==> config.mk <==
export PLATFORM = sky130hd
export DESIGN_NAME = sphere_triangle_subdivider
export DESIGN_NICKNAME = d
export VERILOG_FILES = /design/src/rtl/sts_pkg.sv /design/src/rtl/sts_norm.sv /design/src/rtl/sts_datapath.sv /design/src/rtl/sts_ctrl.sv /design/src/rtl/sphere_triangle_subdivider.sv
export VERILOG_INCLUDE_DIRS = /design/src /design/src/rtl
export SDC_FILE = /design/constraint.sdc
export NUM_CORES = 2
export LEC_CHECK = 0
export ABC_AREA = 0
export BUFFER_PORTS_ARGS = -buffer_cell sky130_fd_sc_hd__clkbuf_2
export CAP_MARGIN = 20
export CORE_UTILIZATION = 60
export DETAILED_ROUTE_END_ITERATION = 10
export GPL_ROUTABILITY_DRIVEN = 0
export HOLD_SLACK_MARGIN = 0.06
export PLACE_DENSITY = 0.78
export SLEW_MARGIN = 5
export SYNTH_ARGS = -nofsm -noshare
export SYNTH_HDL_FRONTEND = slang
export SYNTH_SLANG_ARGS = --single-unit
==> constraint.sdc <==
create_clock -name clock -period 23 [get_ports clock]
set_clock_uncertainty 0.2 [all_clocks]
set_input_delay 4.6 -clock clock [delete_from_list [all_inputs] [get_ports clock]]
set_output_delay 4.6 -clock clock [all_outputs]
set_load 0.01 [all_outputs]
==> src/rtl/sphere_triangle_subdivider_assert.svh <==
// assertion macros for the sphere triangle subdivider
`ifndef SPHERE_TRIANGLE_SUBDIVIDER_ASSERT_SVH
`define SPHERE_TRIANGLE_SUBDIVIDER_ASSERT_SVH
`ifndef SYNTHESIS
`define STS_ASSERT_IMPLY(label, clk, rst, ante, cons) \
   label: assert property (@(posedge clk) disable iff (rst) (ante) |-> (cons)) \
      else $error("implication check failed");
`define STS_ASSERT_NEXT(label, clk, rst, ante, cons) \
   label: assert property (@(posedge clk) disable iff (rst) (ante) |=> (cons)) \
      else $error("next cycle check failed");
`else
`define STS_ASSERT_IMPLY(label, clk, rst, ante, cons)
`define STS_ASSERT_NEXT(label, clk, rst, ante, cons)
`endif
`endif

==> src/rtl/sts_pkg.sv <==
// shared types, constants and helpers of the sphere triangle subdivider
package sts_pkg;

   localparam int MAX_DEPTH       = 3;
   localparam int COORD_FRAC_DEF  = 14;
   localparam int COORD_W         = 16;
   localparam int COLOR_W         = 7;
   localparam int COLOR_MOD       = 100;
   localparam int DEPTH_W         = 2;
   localparam int LVL_W           = 2;
   localparam int NUM_SLOTS       = 3 + 3 * MAX_DEPTH;
   localparam int SLOT_W          = $clog2(NUM_SLOTS);
   localparam logic [DEPTH_W-1:0] DEPTH_RESET = DEPTH_W'(3);

   typedef logic signed [COORD_W-1:0] coord_type;
   typedef coord_type [2:0] vec_type;
   typedef vec_type [2:0] tri_type;
   typedef logic [SLOT_W-1:0] slot_type;
   typedef slot_type [2:0] slot3_type;

   typedef struct packed {
      logic            in_ld;
      logic            wr_en;
      logic            wr_from_in;
      logic [1:0]      in_sel;
      slot_type        wr_addr;
      logic            rd_en;
      slot_type        rd_addr;
      logic            tmp_ld;
      logic            vec_ld;
      logic            vec_mid;
      logic            norm_start;
      logic            out_ld;
      logic [1:0]      out_sel;
   } dp_cmd_type;

   typedef struct packed {
      logic norm_done;
   } dp_status_type;

   // first midpoint slot of a level: ab, bc, ca follow
   function automatic slot_type mid_base(logic [LVL_W-1:0] lvl);
      return SLOT_W'(3 + 3 * int'(lvl));
   endfunction

   // corners of child k of a node: (a,ab,ca) (b,ab,bc) (ca,c,bc) (ab,ca,bc)
   function automatic slot3_type child_corners(slot3_type p, logic [LVL_W-1:0] lvl,
                                               logic [1:0] k);
      slot_type  m0;
      slot_type  m1;
      slot_type  m2;
      slot3_type c;
      m0 = mid_base(lvl);
      m1 = m0 + SLOT_W'(1);
      m2 = m0 + SLOT_W'(2);
      case (k)
         2'd0: begin
            c[0] = p[0]; c[1] = m0; c[2] = m2;
         end
         2'd1: begin
            c[0] = p[1]; c[1] = m0; c[2] = m1;
         end
         2'd2: begin
            c[0] = m2; c[1] = p[2]; c[2] = m1;
         end
         default: begin
            c[0] = m0; c[1] = m2; c[2] = m1;
         end
      endcase
      return c;
   endfunction

endpackage

==> src/rtl/sts_norm.sv <==
// vector normalizer: sum of squares, rounded square root, three divides
module sts_norm import sts_pkg::*; #(
   parameter int COORD_FRAC_BITS = COORD_FRAC_DEF
) (
   input  logic    clock,
   input  logic    reset,
   input  logic    start,
   input  vec_type vec_in,
   output logic    done,
   output vec_type res
);

   localparam int NW = 17 + COORD_FRAC_BITS;
   localparam int CW = $clog2(NW);
   localparam logic [NW-1:0] ONE = NW'(1) << COORD_FRAC_BITS;

   typedef enum logic [2:0] {
      N_IDLE, N_SQ, N_ROOT, N_RND, N_DSET, N_DIV, N_STORE
   } nstate_type;

   nstate_type    state_ff;
   logic          done_ff;
   vec_type       vec_ff;
   vec_type       res_ff;
   logic [1:0]    k_ff;
   logic [31:0]   s_ff;
   logic [31:0]   r_ff;
   logic [31:0]   bit_ff;
   logic [16:0]   d_ff;
   logic [NW-1:0] num_ff;
   logic [16:0]   rem_ff;
   logic [NW-1:0] q_ff;
   logic [CW-1:0] cnt_ff;

   logic signed [31:0] prod;
   logic [31:0]        s_in;
   logic [31:0]        rb;
   logic signed [16:0] ext;
   logic [16:0]        mag;
   logic [17:0]        trial;
   logic               ge;
   logic [NW-1:0]      sat;

   always_comb begin
      prod  = vec_ff[k_ff] * vec_ff[k_ff];
      s_in  = s_ff + unsigned'(prod);
      rb    = r_ff + bit_ff;
      ext   = {vec_ff[k_ff][COORD_W-1], vec_ff[k_ff]};
      mag   = vec_ff[k_ff][COORD_W-1] ? unsigned'(-ext) : unsigned'(ext);
      trial = {rem_ff, num_ff[NW-1]};
      ge    = trial >= {1'b0, d_ff};
      sat   = (q_ff > ONE) ? ONE : q_ff;
   end

   always_ff @(posedge clock) begin
      if (reset) begin
         state_ff <= N_IDLE;
         done_ff  <= 1'b0;
      end else begin
         done_ff <= 1'b0;
         case (state_ff)
            N_IDLE: begin
               if (start) begin
                  vec_ff   <= vec_in;
                  s_ff     <= '0;
                  k_ff     <= '0;
                  state_ff <= N_SQ;
               end
            end
            N_SQ: begin
               s_ff <= s_in;
               k_ff <= k_ff + 2'd1;
               if (k_ff == 2'd2) begin
                  if (s_in == '0) begin
                     // zero vector passes through
                     res_ff   <= vec_ff;
                     done_ff  <= 1'b1;
                     state_ff <= N_IDLE;
                  end else begin
                     r_ff     <= '0;
                     bit_ff   <= 32'd1 << 30;
                     state_ff <= N_ROOT;
                  end
               end
            end
            N_ROOT: begin
               if (s_ff >= rb) begin
                  s_ff <= s_ff - rb;
                  r_ff <= (r_ff >> 1) + bit_ff;
               end else begin
                  r_ff <= r_ff >> 1;
               end
               bit_ff <= bit_ff >> 2;
               if (bit_ff == 32'd1) state_ff <= N_RND;
            end
            N_RND: begin
               d_ff     <= 17'(r_ff + ((s_ff > r_ff) ? 32'd1 : 32'd0));
               k_ff     <= '0;
               state_ff <= N_DSET;
            end
            N_DSET: begin
               num_ff   <= (NW'(mag) << COORD_FRAC_BITS) + NW'(d_ff >> 1);
               rem_ff   <= '0;
               q_ff     <= '0;
               cnt_ff   <= '0;
               state_ff <= N_DIV;
            end
            N_DIV: begin
               rem_ff <= ge ? 17'(trial - {1'b0, d_ff}) : trial[16:0];
               q_ff   <= {q_ff[NW-2:0], ge};
               num_ff <= num_ff << 1;
               cnt_ff <= cnt_ff + CW'(1);
               if (cnt_ff == CW'(NW - 1)) state_ff <= N_STORE;
            end
            N_STORE: begin
               res_ff[k_ff] <= vec_ff[k_ff][COORD_W-1] ? -sat[COORD_W-1:0]
                                                        : sat[COORD_W-1:0];
               k_ff <= k_ff + 2'd1;
               if (k_ff == 2'd2) begin
                  done_ff  <= 1'b1;
                  state_ff <= N_IDLE;
               end else begin
                  state_ff <= N_DSET;
               end
            end
            default: state_ff <= N_IDLE;
         endcase
      end
   end

   assign done = done_ff;
   assign res  = res_ff;

endmodule

==> src/rtl/sts_datapath.sv <==
// datapath: vertex store, midpoint former, normalizer and result corners
module sts_datapath import sts_pkg::*; #(
   parameter int COORD_FRAC_BITS = COORD_FRAC_DEF
) (
   input  logic          clock,
   input  logic          reset,
   input  dp_cmd_type    cmd,
   input  tri_type       in_tri,
   output dp_status_type sts,
   output tri_type       out_tri
);

   vec_type mem [NUM_SLOTS];
   tri_type in_ff;
   vec_type rdata_ff;
   vec_type tmp_ff;
   vec_type vec_ff;
   tri_type out_ff;
   vec_type norm_res;
   vec_type mid;
   logic    norm_done;
   logic signed [COORD_W:0] sum;

   always_comb begin
      mid = '0;
      sum = '0;
      for (int k = 0; k < 3; k++) begin
         sum    = {tmp_ff[k][COORD_W-1], tmp_ff[k]} + {rdata_ff[k][COORD_W-1], rdata_ff[k]};
         mid[k] = sum[COORD_W:1];
      end
   end

   always_ff @(posedge clock) begin
      if (cmd.in_ld) in_ff <= in_tri;
      if (cmd.wr_en) mem[cmd.wr_addr] <= cmd.wr_from_in ? in_ff[cmd.in_sel] : norm_res;
      if (cmd.rd_en) rdata_ff <= mem[cmd.rd_addr];
      if (cmd.tmp_ld) tmp_ff <= rdata_ff;
      if (cmd.vec_ld) vec_ff <= cmd.vec_mid ? mid : rdata_ff;
      if (cmd.out_ld) out_ff[cmd.out_sel] <= norm_res;
   end

   sts_norm #(.COORD_FRAC_BITS(COORD_FRAC_BITS)) u_norm (
      .clock  (clock),
      .reset  (reset),
      .start  (cmd.norm_start),
      .vec_in (vec_ff),
      .done   (norm_done),
      .res    (norm_res)
   );

   assign sts.norm_done = norm_done;
   assign out_tri       = out_ff;

endmodule

==> src/rtl/sts_ctrl.sv <==
// controller: depth first walk of the subdivision tree and color counter
module sts_ctrl import sts_pkg::*; (
   input  logic               clock,
   input  logic               reset,
   input  logic               req_valid,
   input  logic               req_frame_start,
   output logic               req_ready,
   input  logic [DEPTH_W-1:0] depth,
   input  logic               rsp_ready,
   output logic               rsp_valid,
   output logic [COLOR_W-1:0] color,
   output logic               last,
   output dp_cmd_type         cmd,
   input  dp_status_type      sts
);

   typedef enum logic [3:0] {
      S_IDLE, S_LOAD, S_VISIT, S_LEAFW, S_RD_A, S_RD_B, S_MID, S_NSTART, S_NWAIT, S_ADV
   } state_type;

   state_type          state_ff;
   logic [LVL_W-1:0]   lvl_ff;
   logic [1:0]         pos_ff [MAX_DEPTH+1];
   slot3_type          crn_ff [MAX_DEPTH+1];
   logic [1:0]         e_ff;
   logic [COLOR_W-1:0] cnt_ff;
   logic               valid_ff;
   logic [COLOR_W-1:0] color_ff;
   logic               last_ff;

   logic [LVL_W-1:0]   dcap;
   logic               leaf;
   slot3_type          cur;
   logic [1:0]         e_nx;
   slot_type           u_slot;
   slot_type           v_slot;
   slot_type           dst;
   logic               anc_last;
   logic [LVL_W-1:0]   up;

   always_comb begin
      dcap     = (int'(depth) > MAX_DEPTH) ? LVL_W'(MAX_DEPTH) : LVL_W'(depth);
      leaf     = lvl_ff == dcap;
      cur      = crn_ff[lvl_ff];
      e_nx     = (e_ff == 2'd2) ? 2'd0 : e_ff + 2'd1;
      u_slot   = cur[e_ff];
      v_slot   = leaf ? cur[e_ff] : cur[e_nx];
      dst      = leaf ? u_slot : mid_base(lvl_ff) + SLOT_W'(e_ff);
      up       = lvl_ff - LVL_W'(1);
      anc_last = 1'b1;
      for (int j = 0; j < MAX_DEPTH; j++) begin
         if (j < int'(lvl_ff) && pos_ff[j] != 2'd3) anc_last = 1'b0;
      end

      cmd = '0;
      case (state_ff)
         S_IDLE: cmd.in_ld = req_valid;
         S_LOAD: begin
            cmd.wr_en      = 1'b1;
            cmd.wr_from_in = 1'b1;
            cmd.in_sel     = e_ff;
            cmd.wr_addr    = SLOT_W'(e_ff);
         end
         S_RD_A: begin
            cmd.rd_en   = 1'b1;
            cmd.rd_addr = u_slot;
         end
         S_RD_B: begin
            cmd.tmp_ld  = 1'b1;
            cmd.rd_en   = 1'b1;
            cmd.rd_addr = v_slot;
         end
         S_MID: begin
            cmd.vec_ld  = 1'b1;
            cmd.vec_mid = !leaf;
         end
         S_NSTART: cmd.norm_start = 1'b1;
         S_NWAIT: begin
            if (sts.norm_done) begin
               cmd.wr_en   = 1'b1;
               cmd.wr_addr = dst;
               cmd.out_ld  = leaf;
               cmd.out_sel = e_ff;
            end
         end
         default: cmd = '0;
      endcase
   end

   always_ff @(posedge clock) begin
      if (reset) begin
         state_ff <= S_IDLE;
         lvl_ff   <= '0;
         e_ff     <= '0;
         cnt_ff   <= '0;
         valid_ff <= 1'b0;
         for (int j = 0; j <= MAX_DEPTH; j++) pos_ff[j] <= '0;
      end else begin
         if (valid_ff && rsp_ready) valid_ff <= 1'b0;
         case (state_ff)
            S_IDLE: begin
               if (req_valid) begin
                  if (req_frame_start) cnt_ff <= '0;
                  e_ff      <= '0;
                  lvl_ff    <= '0;
                  crn_ff[0] <= {SLOT_W'(2), SLOT_W'(1), SLOT_W'(0)};
                  state_ff  <= S_LOAD;
               end
            end
            S_LOAD: begin
               e_ff <= e_nx;
               if (e_ff == 2'd2) state_ff <= S_VISIT;
            end
            S_VISIT: begin
               cnt_ff   <= (int'(cnt_ff) + 1 >= COLOR_MOD) ? '0 : cnt_ff + COLOR_W'(1);
               e_ff     <= '0;
               state_ff <= leaf ? S_LEAFW : S_RD_A;
            end
            // result corners are overwritten only once the previous word left
            S_LEAFW: if (!valid_ff || rsp_ready) state_ff <= S_RD_A;
            S_RD_A:   state_ff <= S_RD_B;
            S_RD_B:   state_ff <= S_MID;
            S_MID:    state_ff <= S_NSTART;
            S_NSTART: state_ff <= S_NWAIT;
            S_NWAIT: begin
               if (sts.norm_done) begin
                  e_ff <= e_nx;
                  if (e_ff != 2'd2) begin
                     state_ff <= S_RD_A;
                  end else if (leaf) begin
                     valid_ff <= 1'b1;
                     color_ff <= cnt_ff;
                     last_ff  <= anc_last;
                     state_ff <= S_ADV;
                  end else begin
                     pos_ff[lvl_ff]                <= '0;
                     crn_ff[lvl_ff + LVL_W'(1)]    <= child_corners(cur, lvl_ff, 2'd0);
                     lvl_ff                        <= lvl_ff + LVL_W'(1);
                     state_ff                      <= S_VISIT;
                  end
               end
            end
            S_ADV: begin
               if (lvl_ff == '0) begin
                  state_ff <= S_IDLE;
               end else if (pos_ff[up] != 2'd3) begin
                  pos_ff[up]     <= pos_ff[up] + 2'd1;
                  crn_ff[lvl_ff] <= child_corners(crn_ff[up], up, pos_ff[up] + 2'd1);
                  state_ff       <= S_VISIT;
               end else begin
                  lvl_ff <= up;
               end
            end
            default: state_ff <= S_IDLE;
         endcase
      end
   end

   assign req_ready = state_ff == S_IDLE;
   assign rsp_valid = valid_ff;
   assign color     = color_ff;
   assign last      = last_ff;

endmodule

==> src/rtl/sphere_triangle_subdivider.sv <==
// top level of the sphere triangle subdivider
//
//   port group   dir   word
//   req_*        in    one triangle, tuser = frame start
//   rsp_*        out   one leaf triangle, tlast = final leaf of the input
//   csr_*        in    subdivision depth, write only
//
// one triangle at depth n takes 4^n leaves and (4^n-1) + 4^n*3 normalizations on
// the single shared normalizer.
// reset is synchronous; no clearing pass is needed.
// a stalled result word holds the walk only when the next leaf is ready to load.
`include "sphere_triangle_subdivider_assert.svh"
module sphere_triangle_subdivider import sts_pkg::*; #(
   parameter int COORD_FRAC_BITS = COORD_FRAC_DEF
) (
   input  logic               clock,
   input  logic               reset,
   input  logic               req_tvalid,
   output logic               req_tready,
   // a_x, a_y, a_z, b_x, b_y, b_z, c_x, c_y, c_z
   input  logic [143:0]       req_tdata,
   // frame_start
   input  logic               req_tuser,
   output logic               rsp_tvalid,
   input  logic               rsp_tready,
   // out_a_x, out_a_y, out_a_z, out_b_x, out_b_y, out_b_z, out_c_x, out_c_y,
   // out_c_z, color_step, zero pad
   output logic [151:0]       rsp_tdata,
   output logic               rsp_tlast,
   input  logic               csr_we,
   input  logic [DEPTH_W-1:0] csr_wdata
);

   logic [DEPTH_W-1:0] depth_ff;
   dp_cmd_type         cmd;
   dp_status_type      sts;
   tri_type            out_tri;
   logic [COLOR_W-1:0] color;

   always_ff @(posedge clock) begin
      if (reset) begin
         depth_ff <= DEPTH_RESET;
      end else if (csr_we) begin
         depth_ff <= csr_wdata;
      end
   end

   sts_ctrl u_ctrl (
      .clock           (clock),
      .reset           (reset),
      .req_valid       (req_tvalid),
      .req_frame_start (req_tuser),
      .req_ready       (req_tready),
      .depth           (depth_ff),
      .rsp_ready       (rsp_tready),
      .rsp_valid       (rsp_tvalid),
      .color           (color),
      .last            (rsp_tlast),
      .cmd             (cmd),
      .sts             (sts)
   );

   sts_datapath #(.COORD_FRAC_BITS(COORD_FRAC_BITS)) u_dp (
      .clock   (clock),
      .reset   (reset),
      .cmd     (cmd),
      .in_tri  (tri_type'(req_tdata)),
      .sts     (sts),
      .out_tri (out_tri)
   );

   assign rsp_tdata = {1'b0, color, out_tri};

   `STS_ASSERT_IMPLY(a_color_range, clock, reset, rsp_tvalid, rsp_tdata[150:144] < 7'd100)
   `STS_ASSERT_NEXT(a_busy_after_accept, clock, reset, req_tvalid && req_tready, !req_tready)
   `STS_ASSERT_NEXT(a_busy_until_last, clock, reset, rsp_tvalid && rsp_tready && !rsp_tlast, !req_tready)

endmodule

==> flow_results.xml <==
<?xml version="1.0" encoding="UTF-8"?>
<metrics>
  <group name="hold_path">
    <metric name="type_of_the_tightest_min_delay_check" unit="">flop to flop</metric>
    <metric name="worstHoldStart" unit="">u_dp.vec_ff[33]</metric>
    <metric name="min_to" unit="">u_dp.u_norm.vec_ff[33]</metric>
    <metric name="worstHoldPathCells" unit="">0</metric>
  </group>
  <group name="pwr">
    <metric name="powerDensity" unit="nW/µm²">75.9</metric>
    <metric name="ir_worst_vdd" unit="V">0.0000803</metric>
    <metric name="report.power.total" unit="W">0.00608</metric>
    <metric name="p_leak" unit="nW">30.6</metric>
  </group>
  <group name="synth">
    <metric name="postSynth.asyncResetShare" unit="%">0</metric>
    <metric name="seq_area_frac_synth" unit="%">57.0</metric>
    <metric name="syn_inst" unit="">5562</metric>
    <metric name="netlist-cell-type-count" unit="">100</metric>
    <metric name="synth.top_cells.by_area" unit="">edfxtp_1 (56%), fa_1 (7.8%), ha_1 (5.0%)</metric>
    <metric name="synth_seq_cells" unit="">1375</metric>
    <metric name="syn_area_per_cell" unit="µm²">13.0</metric>
    <metric name="netlist.area_leader.share" unit="%">56.3</metric>
    <metric name="synth_top_area_cell" unit="">edfxtp_1</metric>
    <metric name="synth_enable_flop_cells" unit="">1351</metric>
    <metric name="synth_top_flop_cell" unit="">edfxtp_1</metric>
    <metric name="ys.warnings.count" unit="">0</metric>
    <metric name="mappedNetlistArea" unit="µm²">72000</metric>
    <metric name="postSynthNetCount" unit="">6280</metric>
  </group>
  <group name="detailed_routing">
    <metric name="finalWirelength" unit="mm">182</metric>
    <metric name="drt-initial-drc-count" unit="">5592</metric>
    <metric name="route.detailed.drc" unit="">0</metric>
    <metric name="drtAntennaViolNets" unit="">0</metric>
    <metric name="post_drt_via_cell_ratio" unit="">6.18</metric>
    <metric name="drt_first_pass_iters" unit="">8</metric>
    <metric name="drt-wirelength-per-cell" unit="µm">23.9</metric>
    <metric name="route.vias.total" unit="">46997</metric>
  </group>
  <group name="global_route">
    <metric name="wire_length_of_the_first_global_routing_pass" unit="mm">273</metric>
    <metric name="grt_antenna_before_repair" unit="">17</metric>
    <metric name="grt_pass1_vias" unit="">45995</metric>
    <metric name="gr-total-overflow" unit="">0</metric>
    <metric name="groute.usage.overall" unit="%">29.9</metric>
    <metric name="largest_net_degree_at_the_start_of_global_routing" unit="">139</metric>
  </group>
  <group name="setup_path">
    <metric name="critPathRequiredTime" unit="ns">23.28</metric>
    <metric name="worstRegToRegCells" unit="">26</metric>
    <metric name="setup.reg_to_reg.worst_slack" unit="ns">12.90</metric>
    <metric name="setup.worst_path.end_class" unit="">flop</metric>
    <metric name="crit_type" unit="">flop to flop</metric>
    <metric name="critical_path_source_type" unit="">flop</metric>
    <metric name="crit-reg2reg-launch" unit="">u_dp.u_norm.k_ff[0]</metric>
    <metric name="critical_path_arrival" unit="ns">10.38</metric>
    <metric name="path_max_fanout" unit="">21</metric>
    <metric name="timing.rr.end" unit="">u_dp.u_norm.res[35]</metric>
  </group>
  <group name="timing">
    <metric name="final.hold.worst_slack" unit="ns">0.211</metric>
    <metric name="report.final.setup_viol" unit="">0</metric>
    <metric name="slew-limit-headroom" unit="%">25.9</metric>
    <metric name="post-route-min-period" unit="ns">10.10</metric>
    <metric name="min_period_over_period" unit="%">43.9</metric>
    <metric name="number_of_hold_slack_violations_in_the_final_timing_report" unit="">0</metric>
    <metric name="setup-tns-final" unit="ns">0</metric>
    <metric name="fmaxAchievable" unit="MHz">99.1</metric>
    <metric name="rsz0062_at_grt" unit="">false</metric>
    <metric name="worstMarginPinSlew" unit="ns">1.10</metric>
    <metric name="final_report_max_slew_violation_count" unit="">0</metric>
  </group>
  <group name="floorplanning">
    <metric name="design.die.area" unit="µm²">121000</metric>
    <metric name="die_height" unit="µm">349</metric>
    <metric name="initial_utilization" unit="%">60.8</metric>
    <metric name="design.core.area" unit="µm²">119000</metric>
    <metric name="top_level_port_count" unit="">307</metric>
    <metric name="num_rows" unit="">126</metric>
    <metric name="dieWidth" unit="µm">349</metric>
  </group>
  <group name="clocking">
    <metric name="number_of_gates_given_a_new_drive_strength_after_cts" unit="">0</metric>
    <metric name="clk_root_buffer_cell" unit="">clkbuf_16</metric>
    <metric name="htree_levels" unit="">4</metric>
    <metric name="cts_tree" unit="">built</metric>
    <metric name="ctsHoldBuffers" unit="">0</metric>
    <metric name="clock_path_buffers" unit="">3</metric>
    <metric name="cts_num_sinks" unit="">1375</metric>
    <metric name="number_of_buffers_added_by_the_clock_tree_synthesis_step" unit="">141</metric>
    <metric name="worst_skew_pair.late_latency" unit="ns">0.79</metric>
    <metric name="cts.reportedPaths.clkPinSlew" unit="ns">0.06</metric>
    <metric name="post_cts_buffers" unit="">0</metric>
  </group>
  <group name="finish">
    <metric name="area_growth" unit="%">11.2</metric>
    <metric name="final_layout_size_suffix_gt1_share" unit="%">13.7</metric>
    <metric name="layout_common_cells" unit="">edfxtp_1 (1351), nand2_1 (455), nor2_1 (436)</metric>
    <metric name="layout.filler_cells" unit="">8202</metric>
    <metric name="nets" unit="">6599</metric>
    <metric name="design_area" unit="µm²">80100</metric>
    <metric name="multi_input_area" unit="µm²">28700</metric>
    <metric name="final_common_cell" unit="">edfxtp_1</metric>
    <metric name="ff_latch_area" unit="µm²">41100</metric>
  </group>
  <group name="place">
    <metric name="port_buffers" unit="">305</metric>
    <metric name="dpl-instance-area" unit="µm²">75400</metric>
    <metric name="post-dp-hpwl" unit="mm">125</metric>
  </group>
  <group name="status">
    <metric name="status" unit="">finished, final reports clean</metric>
  </group>
  <group name="flow_run">
    <metric name="drv_cap" unit="">0</metric>
  </group>
</metrics>
[routing by layer]
layer	share of wire (%)	global-route usage [%]	wire length, µm	up-vias
met5	0.045	0	81	-
met4	3.5	11.0	6280	12
met3	11	7.34	20700	397
met2	45	45.5	81400	2535
met1	40	42.1	73200	23096
li1	-	-	-	20957
[stage by stage]
| step | setup slack [ns] | utilization (%) | std cells |
|---|---|---|---|
| floorplan | 11.02 | - | 5562 |
| global placement | 12.99 | 63.6 | 7301 |
| detailed placement | 12.81 | 63.6 | 7303 |
| CTS | 12.78 | 67.4 | 7561 |
| global route | 12.43 | 67.6 | 7599 |
| finish | 12.90 | 67.6 | 7600 |
[synth_stat cells, drive strengths merged, types with 28 or more instances]
master	count
a211o	56
a211oi	42
a21o	63
a21oi	195
a22o	28
a31oi	86
and2	33
and3	60
buf	86
clkbuf	158
edfxtp	1351
fa	279
ha	287
inv	398
mux2	94
mux2i	332
nand2	459
nand3	52
nand4	29
nor2	450
nor2b	38
nor3	67
o211ai	58
o21a	28
o21ai	253
xnor2	150
xor2	66
[final cells by class]
cell class / instances / area share, %
sequential: 1375 / 51.2
clock buffer: 177 / 4.63
inverter: 407 / 1.91
timing repair buffer: 420 / 2.94
antenna: 4 / 0.0125
multi-input combinational: 3536 / 35.8
tap: 1600 / 2.50
clock inverter: 81 / 0.957
[power breakdown]
part / switching [W] / total (W) / leakage (nW) / internal, W
combinational: 0.000556 / 0.000804 / 15.8 / 0.000248
sequential: 0.0000365 / 0.00306 / 12.6 / 0.00303
clock: 0.000974 / 0.00221 / 2.16 / 0.00124
total: 0.00157 / 0.00608 / 30.6 / 0.00451
[worst max path at each step]
| stage | from | end | slack [ns] | cells past startpoint |
|---|---|---|---|---|
| 5_1_grt | u_dp.u_norm.k_ff[0] | u_dp.u_norm.r_ff[2] | 12.43 | 24 |
| 3_5_place_dp | u_dp.u_norm.k_ff[0] | u_dp.u_norm.res[38] | 12.81 | 25 |
| 2_1_floorplan | reset | u_dp.u_norm.cnt_ff[0] | 11.02 | 3 |
| 4_1_cts | u_dp.u_norm.k_ff[0] | u_dp.u_norm.res[33] | 12.78 | 25 |
| 6_report | u_dp.u_norm.k_ff[0] | u_dp.u_norm.res[35] | 12.90 | 26 |
| 3_3_place_gp | u_dp.u_norm.k_ff[0] | u_dp.u_norm.res[32] | 12.99 | 25 |
[critical path: stages (launching register included)]
cell	delay, ns
edfxtp_1	0.99
nor2b_1	0.10
buf_4	0.24
a2bb2oi_2	0.67
clkinv_1	0.54
nand2_1	0.25
inv_1	0.08
fa_1	0.66
inv_1	0.10
fa_1	0.58
fa_1	0.45
fa_1	0.57
fa_1	0.43
fa_1	0.49
inv_1	0.04
ha_1	0.42
nand4_1	0.22
o21a_1	0.24
a22oi_1	0.28
a2bb2oi_1	0.22
a21boi_0	0.10
nor4_1	0.32
nand4_1	0.16
nand4bb_1	0.29
or4_4	0.57
o32ai_2	0.31
buf_6	0.24
[sequential cells by signal, summed over array words and instances, names as in the netlist, 3 cells and up, named ones only]
name and flops:
u_ctrl.crn_ff 48, u_ctrl.color 7, u_dp.out_tri 144, u_dp.u_norm.num_ff 31, u_ctrl.state_ff 4, u_dp.in_ff 144
u_dp.u_norm.q_ff 31, u_ctrl.pos_ff 8, u_dp.u_norm.d_ff 17, u_dp.u_norm.bit_ff 16, u_ctrl.cnt_ff 7, u_dp.u_norm.vec_ff 48
u_dp.mem 576, u_dp.vec_ff 48, u_dp.u_norm.r_ff 32, u_dp.u_norm.state_ff 3, u_dp.u_norm.rem_ff 17, u_dp.u_norm.s_ff 32
u_dp.u_norm.res 48, u_dp.rdata_ff 48, u_dp.tmp_ff 48, u_dp.u_norm.cnt_ff 5
[cell families after synthesis]
| logic type | share of synthesized area [%] |
|---|---|
| mux | 6.80 |
| buf+inv | 3.57 |
| simple gates | 8.15 |
| other cells | 0.00520 |
| xor+xnor | 2.63 |
| flops | 57.0 |
| compound gates | 9.12 |
| fa+ha+maj | 12.8 |
No activity file was read; power rests on OpenSTA's default activity.
